==> src/sole_pkg.sv <==
// ----------------------------------------------------------------------------
// sole_pkg: shared types and constants of the SCReLU output layer evaluator
// Queue entry layout, finaliser states, divider status and the fixed scales.
// ----------------------------------------------------------------------------
`default_nettype none

package sole_pkg;

  // Running sum and the wider word that holds it plus two products.
  localparam int SUM_W   = 42;
  localparam int PROD_W  = 33;
  localparam int ACC_W   = 44;

  // Shared divider: numerator width.
  localparam int DIV_W   = 44;

  // 16320 is 255 times 64, so that division first drops six bits.
  localparam int DIV_SHIFT = 6;

  // Finaliser working word, one bit wider than a divider magnitude.
  localparam int FIN_W   = DIV_W + 1;

  localparam int SCORE_W     = 28;
  localparam int IN_TDATA_W  = 64;
  localparam int OUT_TDATA_W = 32;

  localparam logic [7:0] ACT_MAX = 8'd255;

  localparam logic signed [SUM_W-1:0] SUM_MAX = {1'b0, {(SUM_W-1){1'b1}}};
  localparam logic signed [SUM_W-1:0] SUM_MIN = {1'b1, {(SUM_W-1){1'b0}}};

  localparam logic signed [FIN_W-1:0] SCORE_MAX = 45'sd104900000;
  localparam logic signed [FIN_W-1:0] SCORE_MIN = -45'sd104900000;

  typedef struct packed {
    logic [15:0]        sq_mover;
    logic [15:0]        sq_opp;
    logic signed [15:0] w_mover;
    logic signed [15:0] w_opp;
    logic               last;
  } q_entry_t;

  typedef enum logic [2:0] {
    FIN_IDLE,
    FIN_LAUNCH1,
    FIN_DIV1,
    FIN_BIAS,
    FIN_SCALE,
    FIN_LAUNCH2,
    FIN_DIV2,
    FIN_EMIT
  } fin_state_t;

  typedef struct packed {
    logic busy;
    logic done;
  } div_stat_t;

endpackage

`default_nettype wire

==> src/sole_front.sv <==
// ----------------------------------------------------------------------------
// sole_front: input side of the evaluator
// Picks mover and opponent elements, clamps and squares them, feeds the queue.
// ----------------------------------------------------------------------------
`default_nettype none

module sole_front (
  input  wire logic                             in_tvalid,
  output logic                                  in_tready,
  input  wire logic [sole_pkg::IN_TDATA_W-1:0]  in_tdata,
  input  wire logic                             in_tuser,
  input  wire logic                             in_tlast,
  input  wire logic                             q_full,
  output logic                                  q_push,
  output sole_pkg::q_entry_t                    q_wdata
);
  import sole_pkg::*;

  function automatic logic [7:0] clamp_act(input logic signed [15:0] a);
    logic [7:0] c;
    if (a[15]) begin
      c = 8'd0;
    end else if (|a[14:8]) begin
      c = 8'd255;
    end else begin
      c = a[7:0];
    end
    return c;
  endfunction

  logic signed [15:0] white_acc;
  logic signed [15:0] black_acc;
  logic signed [15:0] mover_acc;
  logic signed [15:0] opp_acc;
  logic [7:0]         act_mover;
  logic [7:0]         act_opp;

  assign white_acc = in_tdata[15:0];
  assign black_acc = in_tdata[31:16];

  // Side to move set means black is the mover.
  assign mover_acc = in_tuser ? black_acc : white_acc;
  assign opp_acc   = in_tuser ? white_acc : black_acc;

  assign act_mover = clamp_act(mover_acc);
  assign act_opp   = clamp_act(opp_acc);

  always_comb begin
    q_wdata.sq_mover = {8'd0, act_mover} * {8'd0, act_mover};
    q_wdata.sq_opp   = {8'd0, act_opp} * {8'd0, act_opp};
    q_wdata.w_mover  = in_tdata[47:32];
    q_wdata.w_opp    = in_tdata[63:48];
    q_wdata.last     = in_tlast;
  end

  assign in_tready = !q_full;
  assign q_push    = in_tvalid && !q_full;

endmodule

`default_nettype wire

==> src/sole_fifo.sv <==
// ----------------------------------------------------------------------------
// sole_fifo: short queue between the front and the back
// Register based, one write and one read port, head visible combinationally.
// ----------------------------------------------------------------------------
`default_nettype none

module sole_fifo #(
  parameter int DEPTH = 4
) (
  input  wire logic               clk,
  input  wire logic               rst_n,
  input  wire logic               push,
  input  wire sole_pkg::q_entry_t wdata,
  input  wire logic               pop,
  output sole_pkg::q_entry_t      rdata,
  output logic                    full,
  output logic                    empty
);
  import sole_pkg::*;

  localparam int AW = $clog2(DEPTH);
  localparam int CW = $clog2(DEPTH + 1);

  q_entry_t        mem_r [DEPTH];
  logic [AW-1:0]   wr_ptr_r, wr_ptr_nxt;
  logic [AW-1:0]   rd_ptr_r, rd_ptr_nxt;
  logic [CW-1:0]   count_r, count_nxt;

  always_comb begin
    wr_ptr_nxt = wr_ptr_r;
    rd_ptr_nxt = rd_ptr_r;
    count_nxt  = count_r;
    if (push) begin
      wr_ptr_nxt = (wr_ptr_r == AW'(DEPTH - 1)) ? '0 : wr_ptr_r + 1'b1;
    end
    if (pop) begin
      rd_ptr_nxt = (rd_ptr_r == AW'(DEPTH - 1)) ? '0 : rd_ptr_r + 1'b1;
    end
    if (push && !pop) begin
      count_nxt = count_r + 1'b1;
    end else if (pop && !push) begin
      count_nxt = count_r - 1'b1;
    end
  end

  always_ff @(posedge clk) begin
    if (!rst_n) begin
      wr_ptr_r <= '0;
      rd_ptr_r <= '0;
      count_r  <= '0;
    end else begin
      wr_ptr_r <= wr_ptr_nxt;
      rd_ptr_r <= rd_ptr_nxt;
      count_r  <= count_nxt;
    end
  end

  always_ff @(posedge clk) begin
    if (push) begin
      mem_r[wr_ptr_r] <= wdata;
    end
  end

  assign rdata = mem_r[rd_ptr_r];
  assign full  = (count_r == CW'(DEPTH));
  assign empty = (count_r == '0);

`ifndef SYNTHESIS
  a_no_push_full: assert property (@(posedge clk) disable iff (!rst_n)
    push |-> !full)
    else $error("queue written while full");
  a_no_pop_empty: assert property (@(posedge clk) disable iff (!rst_n)
    pop |-> !empty)
    else $error("queue read while empty");
  a_count_bound: assert property (@(posedge clk) disable iff (!rst_n)
    count_r <= CW'(DEPTH))
    else $error("queue occupancy beyond its depth");
`endif

endmodule

`default_nettype wire

==> src/sole_div.sv <==
// ----------------------------------------------------------------------------
// sole_div: multi-cycle divider by 255 or by 16320
// Folds the numerator in base 256, one fold per cycle, until less than 256 is
// left; shared by both scalings.
// ----------------------------------------------------------------------------
`default_nettype none

module sole_div (
  input  wire logic                         clk,
  input  wire logic                         rst_n,
  input  wire logic                         start,
  input  wire logic [sole_pkg::DIV_W-1:0]   num,
  input  wire logic                         by_scale,
  output sole_pkg::div_stat_t               stat,
  output logic [sole_pkg::DIV_W-1:0]        quo
);
  import sole_pkg::*;

  logic                busy_r, busy_nxt;
  logic                done_r, done_nxt;
  logic [DIV_W-1:0]    rem_r, rem_nxt;
  logic [DIV_W-1:0]    quo_r, quo_nxt;
  logic [DIV_W-1:0]    rem_hi;

  // With the remainder written as 256*hi + lo, 256*hi is 255*hi + hi, so hi
  // moves into the quotient and hi + lo is what is left to divide.
  assign rem_hi = rem_r >> 8;

  always_comb begin
    busy_nxt = busy_r;
    done_nxt = 1'b0;
    rem_nxt  = rem_r;
    quo_nxt  = quo_r;
    if (start) begin
      busy_nxt = 1'b1;
      rem_nxt  = by_scale ? (num >> DIV_SHIFT) : num;
      quo_nxt  = '0;
    end else if (busy_r) begin
      if (rem_hi != '0) begin
        quo_nxt = quo_r + rem_hi;
        rem_nxt = rem_hi + DIV_W'(rem_r[7:0]);
      end else begin
        // Less than 256 is left; exactly 255 is one more whole divisor.
        if (rem_r[7:0] == ACT_MAX) begin
          quo_nxt = quo_r + DIV_W'(1);
        end
        busy_nxt = 1'b0;
        done_nxt = 1'b1;
      end
    end
  end

  always_ff @(posedge clk) begin
    if (!rst_n) begin
      busy_r <= 1'b0;
      done_r <= 1'b0;
    end else begin
      busy_r <= busy_nxt;
      done_r <= done_nxt;
    end
  end

  always_ff @(posedge clk) begin
    rem_r <= rem_nxt;
    quo_r <= quo_nxt;
  end

  assign stat.busy = busy_r;
  assign stat.done = done_r;
  assign quo       = quo_r;

endmodule

`default_nettype wire

==> src/sole_back.sv <==
// ----------------------------------------------------------------------------
// sole_back: weighting, accumulation and score finaliser
// Multiplies squared activations by weights, keeps the saturating running sum
// and sequences the two divisions, bias, scale and output register.
// ----------------------------------------------------------------------------
`default_nettype none

module sole_back (
  input  wire logic                              clk,
  input  wire logic                              rst_n,
  input  wire logic                              cfg_wr_en,
  input  wire logic signed [15:0]                cfg_wr_data,
  input  wire logic                              q_empty,
  input  wire sole_pkg::q_entry_t                q_rdata,
  output logic                                   q_pop,
  output logic                                   div_start,
  output logic [sole_pkg::DIV_W-1:0]             div_num,
  output logic                                   div_by_scale,
  input  wire sole_pkg::div_stat_t               div_stat,
  input  wire logic [sole_pkg::DIV_W-1:0]        div_quo,
  output logic                                   out_tvalid,
  input  wire logic                              out_tready,
  output logic [sole_pkg::OUT_TDATA_W-1:0]       out_tdata
);
  import sole_pkg::*;

  logic                      prod_valid_r, prod_valid_nxt;
  logic                      prod_last_r, prod_last_nxt;
  logic signed [PROD_W-1:0]  prod_m_r, prod_m_nxt;
  logic signed [PROD_W-1:0]  prod_o_r, prod_o_nxt;
  logic signed [SUM_W-1:0]   sum_r, sum_nxt;
  logic signed [ACC_W-1:0]   sum_full;
  logic signed [SUM_W-1:0]   sum_sat;
  fin_state_t                state_r, state_nxt;
  logic signed [FIN_W-1:0]   fin_r, fin_nxt;
  logic                      neg_r, neg_nxt;
  logic signed [15:0]        bias_r, bias_nxt;
  logic                      out_valid_r, out_valid_nxt;
  logic [SCORE_W-1:0]        out_score_r, out_score_nxt;
  logic                      fin_busy;
  logic                      prod_take;
  logic                      out_load;
  logic signed [FIN_W-1:0]   quo_signed;
  logic signed [FIN_W-1:0]   score_sat;

  // A last item waits in the product stage until the finaliser is free.
  assign fin_busy  = (state_r != FIN_IDLE);
  assign prod_take = prod_valid_r && !(prod_last_r && fin_busy);
  assign q_pop     = !q_empty && (!prod_valid_r || prod_take);

  always_comb begin
    prod_valid_nxt = prod_valid_r;
    prod_last_nxt  = prod_last_r;
    prod_m_nxt     = prod_m_r;
    prod_o_nxt     = prod_o_r;
    if (q_pop) begin
      prod_valid_nxt = 1'b1;
      prod_last_nxt  = q_rdata.last;
      prod_m_nxt     = $signed({1'b0, q_rdata.sq_mover}) * q_rdata.w_mover;
      prod_o_nxt     = $signed({1'b0, q_rdata.sq_opp}) * q_rdata.w_opp;
    end else if (prod_take) begin
      prod_valid_nxt = 1'b0;
    end
  end

  assign sum_full = ACC_W'(sum_r) + ACC_W'(prod_m_r) + ACC_W'(prod_o_r);

  always_comb begin
    if (sum_full > ACC_W'(SUM_MAX)) begin
      sum_sat = SUM_MAX;
    end else if (sum_full < ACC_W'(SUM_MIN)) begin
      sum_sat = SUM_MIN;
    end else begin
      sum_sat = sum_full[SUM_W-1:0];
    end
  end

  always_comb begin
    sum_nxt = sum_r;
    if (prod_take) begin
      sum_nxt = prod_last_r ? '0 : sum_sat;
    end
  end

  assign bias_nxt = cfg_wr_en ? cfg_wr_data : bias_r;

  // Finaliser next state.
  always_comb begin
    state_nxt = state_r;
    unique case (state_r)
      FIN_IDLE: begin
        if (prod_take && prod_last_r) begin
          state_nxt = FIN_LAUNCH1;
        end
      end
      FIN_LAUNCH1: state_nxt = FIN_DIV1;
      FIN_DIV1: begin
        if (div_stat.done) begin
          state_nxt = FIN_BIAS;
        end
      end
      FIN_BIAS:    state_nxt = FIN_SCALE;
      FIN_SCALE:   state_nxt = FIN_LAUNCH2;
      FIN_LAUNCH2: state_nxt = FIN_DIV2;
      FIN_DIV2: begin
        if (div_stat.done) begin
          state_nxt = FIN_EMIT;
        end
      end
      FIN_EMIT: begin
        if (!out_valid_r || out_tready) begin
          state_nxt = FIN_IDLE;
        end
      end
      default: state_nxt = FIN_IDLE;
    endcase
  end

  assign quo_signed = neg_r ? -$signed({1'b0, div_quo}) : $signed({1'b0, div_quo});

  // Finaliser datapath and outputs.
  always_comb begin
    fin_nxt   = fin_r;
    neg_nxt   = neg_r;
    div_start = 1'b0;
    out_load  = 1'b0;
    unique case (state_r)
      FIN_IDLE: begin
        if (prod_take && prod_last_r) begin
          fin_nxt = FIN_W'(sum_sat);
        end
      end
      FIN_LAUNCH1, FIN_LAUNCH2: begin
        div_start = 1'b1;
        neg_nxt   = fin_r[FIN_W-1];
      end
      FIN_DIV1, FIN_DIV2: begin
        if (div_stat.done) begin
          fin_nxt = quo_signed;
        end
      end
      FIN_BIAS:  fin_nxt = fin_r + FIN_W'(bias_r);
      // Times 400 as 256 + 128 + 16.
      FIN_SCALE: fin_nxt = (fin_r <<< 8) + (fin_r <<< 7) + (fin_r <<< 4);
      FIN_EMIT:  out_load = !out_valid_r || out_tready;
      default: begin
        fin_nxt = fin_r;
      end
    endcase
  end

  assign div_num      = fin_r[FIN_W-1] ? DIV_W'(-fin_r) : DIV_W'(fin_r);
  // The second division is the one by 16320.
  assign div_by_scale = (state_r == FIN_LAUNCH2);

  always_comb begin
    if (fin_r > SCORE_MAX) begin
      score_sat = SCORE_MAX;
    end else if (fin_r < SCORE_MIN) begin
      score_sat = SCORE_MIN;
    end else begin
      score_sat = fin_r;
    end
  end

  always_comb begin
    out_valid_nxt = out_valid_r;
    out_score_nxt = out_score_r;
    if (out_load) begin
      out_valid_nxt = 1'b1;
      out_score_nxt = score_sat[SCORE_W-1:0];
    end else if (out_tready) begin
      out_valid_nxt = 1'b0;
    end
  end

  always_ff @(posedge clk) begin
    if (!rst_n) begin
      prod_valid_r <= 1'b0;
      sum_r        <= '0;
      state_r      <= FIN_IDLE;
      bias_r       <= '0;
      out_valid_r  <= 1'b0;
    end else begin
      prod_valid_r <= prod_valid_nxt;
      sum_r        <= sum_nxt;
      state_r      <= state_nxt;
      bias_r       <= bias_nxt;
      out_valid_r  <= out_valid_nxt;
    end
  end

  always_ff @(posedge clk) begin
    prod_last_r <= prod_last_nxt;
    prod_m_r    <= prod_m_nxt;
    prod_o_r    <= prod_o_nxt;
    fin_r       <= fin_nxt;
    neg_r       <= neg_nxt;
    out_score_r <= out_score_nxt;
  end

  assign out_tvalid = out_valid_r;
  assign out_tdata  = {{(OUT_TDATA_W-SCORE_W){1'b0}}, out_score_r};

`ifndef SYNTHESIS
  a_last_starts_fin: assert property (@(posedge clk) disable iff (!rst_n)
    (prod_take && prod_last_r) |=> (state_r == FIN_LAUNCH1))
    else $error("last item accumulated without starting the finaliser");
  a_last_held: assert property (@(posedge clk) disable iff (!rst_n)
    (prod_valid_r && prod_last_r && fin_busy) |=> (prod_valid_r && prod_last_r))
    else $error("last item dropped while the finaliser was busy");
  a_div_idle: assert property (@(posedge clk) disable iff (!rst_n)
    (state_r == FIN_IDLE) |-> !div_stat.busy)
    else $error("divider running while the finaliser is idle");
  a_div_running: assert property (@(posedge clk) disable iff (!rst_n)
    ((state_r == FIN_DIV1 || state_r == FIN_DIV2) && !div_stat.done) |-> div_stat.busy)
    else $error("finaliser waits on a divider that is not running");
`endif

endmodule

`default_nettype wire

==> src/screlu_output_layer_eval.sv <==
// ----------------------------------------------------------------------------
// screlu_output_layer_eval: streamed SCReLU output layer of an NNUE evaluator
// Accumulates weighted squared activations and turns the sum into a score.
// ----------------------------------------------------------------------------
// Usage. Each input beat carries one hidden index: both perspective
// accumulator elements, the mover and opponent weights, the side to move in
// in_tuser and the end of an evaluation in in_tlast. Beats without tlast give
// no result; the beat with tlast gives one score beat on the out_ channel and
// clears the running sum for the next evaluation. The user is to write the
// bias through cfg_wr_en and cfg_wr_data only while the block is idle; the
// block itself does not enforce this. Throughput is one beat per cycle as
// long as the queue has room. The time from a last beat to its score grows
// with the number of base-256 folds the divider needs in its division by 255
// and in the one by 16320, fewer for small sums.
// Beats of the next evaluation keep flowing into the queue and the
// accumulator meanwhile; only a further last beat waits for the finaliser.
// When out_tready is low the score stays in the output register and the
// finaliser holds; once a further last beat waits, the queue fills and drops
// in_tready. Reset (rst_n low, synchronous) empties the queue, clears the
// running sum and the bias, and drops out_tvalid.
// ----------------------------------------------------------------------------
`default_nettype none

module screlu_output_layer_eval #(
  parameter int QUEUE_DEPTH = 4
) (
  input  wire logic                               clk,
  input  wire logic                               rst_n,
  // Bias register, signed.
  input  wire logic                               cfg_wr_en,
  input  wire logic signed [15:0]                 cfg_wr_data,
  // Input channel.
  input  wire logic                               in_tvalid,
  output logic                                    in_tready,
  // white_acc [15:0], black_acc [31:16], mover_weight [47:32],
  // opponent_weight [63:48]
  input  wire logic [sole_pkg::IN_TDATA_W-1:0]    in_tdata,
  // side_to_move [0]
  input  wire logic                               in_tuser,
  input  wire logic                               in_tlast,
  // Result channel.
  output logic                                    out_tvalid,
  input  wire logic                               out_tready,
  // score [27:0], zeros above
  output logic [sole_pkg::OUT_TDATA_W-1:0]        out_tdata
);
  import sole_pkg::*;

  q_entry_t              q_wdata;
  q_entry_t              q_rdata;
  logic                  q_push;
  logic                  q_pop;
  logic                  q_full;
  logic                  q_empty;
  logic                  div_start;
  logic [DIV_W-1:0]      div_num;
  logic                  div_by_scale;
  div_stat_t             div_stat;
  logic [DIV_W-1:0]      div_quo;

  // Front: selection, clamping and squaring of each beat.
  sole_front u_front (
    .in_tvalid (in_tvalid),
    .in_tready (in_tready),
    .in_tdata  (in_tdata),
    .in_tuser  (in_tuser),
    .in_tlast  (in_tlast),
    .q_full    (q_full),
    .q_push    (q_push),
    .q_wdata   (q_wdata)
  );

  // The queue lets the front keep accepting while the back is held up.
  sole_fifo #(
    .DEPTH (QUEUE_DEPTH)
  ) u_fifo (
    .clk   (clk),
    .rst_n (rst_n),
    .push  (q_push),
    .wdata (q_wdata),
    .pop   (q_pop),
    .rdata (q_rdata),
    .full  (q_full),
    .empty (q_empty)
  );

  // Back: products, running sum and score finaliser.
  sole_back u_back (
    .clk          (clk),
    .rst_n        (rst_n),
    .cfg_wr_en    (cfg_wr_en),
    .cfg_wr_data  (cfg_wr_data),
    .q_empty      (q_empty),
    .q_rdata      (q_rdata),
    .q_pop        (q_pop),
    .div_start    (div_start),
    .div_num      (div_num),
    .div_by_scale (div_by_scale),
    .div_stat     (div_stat),
    .div_quo      (div_quo),
    .out_tvalid   (out_tvalid),
    .out_tready   (out_tready),
    .out_tdata    (out_tdata)
  );

  // One divider serves both the division by 255 and the one by 16320.
  sole_div u_div (
    .clk      (clk),
    .rst_n    (rst_n),
    .start    (div_start),
    .num      (div_num),
    .by_scale (div_by_scale),
    .stat     (div_stat),
    .quo      (div_quo)
  );

endmodule

`default_nettype wire
==> config.mk <==
export PLATFORM = sky130hd
export DESIGN_NAME = screlu_output_layer_eval
export DESIGN_NICKNAME = d
export VERILOG_FILES = /design/src/sole_pkg.sv /design/src/sole_front.sv /design/src/sole_fifo.sv /design/src/sole_div.sv /design/src/sole_back.sv /design/src/screlu_output_layer_eval.sv
export SDC_FILE = /design/constraint.sdc
export NUM_CORES = 2
export LEC_CHECK = 0
export ABC_CLOCK_PERIOD_IN_PS = 9600
export BUFFER_PORTS_ARGS = -buffer_cell sky130_fd_sc_hd__buf_2
export CAP_MARGIN = 20
export CORE_MARGIN = 1
export CORE_UTILIZATION = 40
export DETAILED_ROUTE_END_ITERATION = 8
export MAX_ROUTING_LAYER = met4
export PLACE_DENSITY = 0.65
export SLEW_MARGIN = 20
export SYNTH_ARGS = -nofsm -noshare
export SYNTH_HDL_FRONTEND = slang
export SYNTH_SLANG_ARGS = --single-unit
export TNS_END_PERCENT = 20
==> constraint.sdc <==
create_clock -name clk -period 9.6 [get_ports clk]
set_clock_uncertainty 0.05 [all_clocks]
set_input_delay 1.44 -clock clk [delete_from_list [all_inputs] [get_ports clk]]
set_output_delay 1.44 -clock clk [all_outputs]
set_load 0.03 [all_outputs]
==> summary.md <==
| Metric | Value |
|---|---|
| Min cycle time layout | 8810 ps |
| Hold slack | 456 ps |
| CP Capture Type | register |
| DRC viols | 0 |
| # IOs | 121 |
| Clk_lat worst skew | 680 ps |
| Biggest area consumer among synthesized cells | edfxtp_1 |
| Cells after Synth | 5,728 |
| TritonCTS buffer count | 66 |
| 1st-iter DRT viols | 3,401 |
| Largest family of logic cells by synthesized area | adder cells |
| Wire length on met3 | 8.56 mm |
| I/O Buffers | 116 |
| R2r setup slk | 790 ps |
| Routed len/inst | 20.7 um |
| P&R area growth vs syn | 8.46% |
| Total wire length | 157 mm |
| Die Area | 141,000 sq um |
| TritonCTS clock tree | built |
| Post-synthesis simple-gate area fraction | 12.9% |
| Number of global-route vias before repair | 42,190 |
| Via count | 42,261 |
| Asr flop ratio synth | 0% |
| Max H-tree Level | 3 |
| GPL Wtd Cong | 0.974 |
| DR pass1 iterations | 8 |
| Top-count cell post-synth | inv_1 |
| Largest net degree at the start of global routing | 69 |
| Worst endpoint required time | 9960 ps |
| Root Buffer | clkbuf_16 |
| Ys flop type | edfxtp_1 |
| R2R Path End | u_back.prod_m_r[32] |
| Design area | 60,300 sq um |
| Post-synthesis xor/xnor area fraction | 5.02% |
| Row cnt | 136 |
| Synth cell count leaders | 716 x inv_1, 557 x ha_1, 557 x nand2_1 |
| Post-cts sizing count | 0 |
| Setup TNS | 0 ps |
| Clk sinks | 555 |
| # hold bufs at CTS | 0 |
| # setup viols final | 0 |
| Chip width | 375 um |
| Initial antenna violation count | 8 |
| Number of flops mapped to enable cells by yosys | 437 |
| Initial Util | 40.4% |
| Least-Margin Pin Slew | 1060 ps |
| Global-route wire length before repair | 244 mm |
| Slew margin rel. | 28.9% |
| Final ANT Viol Nets | 0 |
| Die Span Y | 375 um |
| Vias per inst | 5.56 |
| Arrival time worst endpoint | 9170 ps |
| FMAX | 114 MHz |
| Outcome | completed |
| WL met2 | 74.0 mm |
| Period utilisation layout | 91.8% |
| Max Used Layer | met4 |
| Clock-pin transition on the worst setup and hold timing paths | 60 ps |
| Max clock buf depth | 3 |
| Synth warn | 0 |
| DPL Wire Length | 123 mm |
| Mapped Avg Cell Area | 9.71 sq um |
| RSZ-0062 raised after global routing | no |
| Core Region | 138,000 sq um |
| Post-synthesis mux area share | 3.79% |
| Synth top area share | 23.6% |
| Reg2reg path depth | 21 |
| Worst min-delay path startpoint | u_div.quo[31] |
| DP Area | 58,200 sq um |
| Final Net Count | 6,907 |
| Slew Viols, Final | 0 |
| Seq/Total Area, Yosys | 27.8% |
| Final hold violation count | 0 |
| Max_cap viols | 0 |
| Distinct cells, synth | 82 |
| Gr usage total | 22.9% |
| Share of layout cells above drive strength 1 | 6.91% |
| Hold WC Path Type | reg2reg |
| Critical path class | reg2reg |
| Number of instances on the worst hold path | 2 |
| Setup repair bufs after CTS | 0 |
| Critical Path Fanout Max | 62 |
| Layout filler cell count | 13,197 |
| Startpoint class of the critical path | register |
| Flops & latches, synth | 555 |
| Area contributors post-synth | edfxtp_1 24%, fa_1 18%, ha_1 13% |
| Post-synthesis compound-gate area fraction | 13.0% |
| Global route overflow | 0 |
| Synthesized cell area | 55,600 sq um |
| Wl on met1 | 67.1 mm |
| Synth Area in Adders | 30.8% |
| Hold endpoint | u_div.quo[31] |
-- cell type report --
class	instances	area, sq um	area share, %
diodes	5	12.5	0.0207
clock buffers	87	1800	2.99
clock inverters	30	350	0.581
inverters	719	2700	4.47
multi-input cells	4231	36600	60.7
flip-flops and latches	555	15500	25.7
well taps	1794	2240	3.72
repair buffers	182	1080	1.78
-- cell usage in the layout, fill, tap and decap left out, types with 40 or more instances in the layout --
cell       count
inv_1        715
mux2i_1       87
a21oi_1      331
and2_1        79
a211oi_1      40
a21o_1       107
dfxtp_1      116
nor2_1       393
o21a_1        50
edfxtp_1     437
o21ai_0      205
buf_2        116
nor2b_1       97
nand3_1       84
clkbuf_16     67
mux2_2        40
nor3_1        69
nand4_1       49
nand2b_1      47
buf_4         66
ha_1         556
xor2_1        82
xnor2_1      237
fa_1         508
nand2_1      556
and3_1        40
o31ai_1       47
-- worst max path at each step --
| stage | to | cells past startpoint |
|---|---|---|
| global route | u_back.prod_m_r[32] | 21 |
| finish | u_back.prod_m_r[32] | 21 |
| global placement | u_back.prod_m_r[28] | 20 |
| detailed placement | u_back.prod_m_r[28] | 21 |
| floorplan | u_back.prod_o_r[32] | 29 |
| CTS | u_back.prod_m_r[32] | 20 |
-- state kept, by name, summed over array words and instances, names as in the netlist, named ones only --
name / flops
u_back.out_score_r: 28
u_fifo.count_r: 3
u_div.busy_r: 1
u_back.bias_r: 16
u_back.neg_r: 1
u_back.prod_m_r: 33
u_back.state_r: 3
u_back.sum_r: 42
u_div.done_r: 1
u_fifo.wr_ptr_r: 2
u_back.out_tvalid: 1
u_back.fin_r: 45
u_fifo.rd_ptr_r: 2
u_div.quo: 44
u_back.prod_valid_r: 1
u_back.prod_o_r: 33
u_fifo.mem_r: 252
u_div.rem_r: 44
u_back.prod_last_r: 1
-- metal layers --
metal,vias up,GRT usage [%]
li1,19671,-
met1,20912,29.2
met2,1383,36.8
met3,295,2.78
met4,0,9.93
met5,-,-
-- critical path, cell delays in order, from the launching register on --
cell      delay, ps
dfxtp_4         850
buf_4           380
mux4_2          700
inv_1           260
nor2_1          110
fa_1            490
inv_1            50
fa_1            550
fa_1            440
fa_1            490
inv_1            60
fa_1            510
fa_1            500
ha_1            400
a211o_1         300
o311ai_0        850
o311ai_0        380
a211o_1         380
a31oi_1         370
o21ai_0         150
o21ai_0         130
xnor2_1         120
-- metrics by stage --
stage	setup WS, ps	instances	utilization (%)
6_report	791	7603	43.8
5_1_grt	275	7603	43.8
4_1_cts	816	7598	43.8
3_5_place_dp	947	7481	42.2
3_3_place_gp	1050	7481	42.2
2_1_floorplan	1270	5746	-
-- logic make-up (layout without fill, tap and decap cells) --
logic type      Yosys count  count (layout)
compound gates         1119            1119
xor+xnor                319             319
fa+ha+maj              1066            1066
buf+inv                 960            1018
flops                   555             555
mux                     162             162
other cells               2              25
simple gates           1545            1545
Power is left out: the tool's default activity adds up to more than one toggle a clock period on the data nets, which glitch-free logic cannot reach.
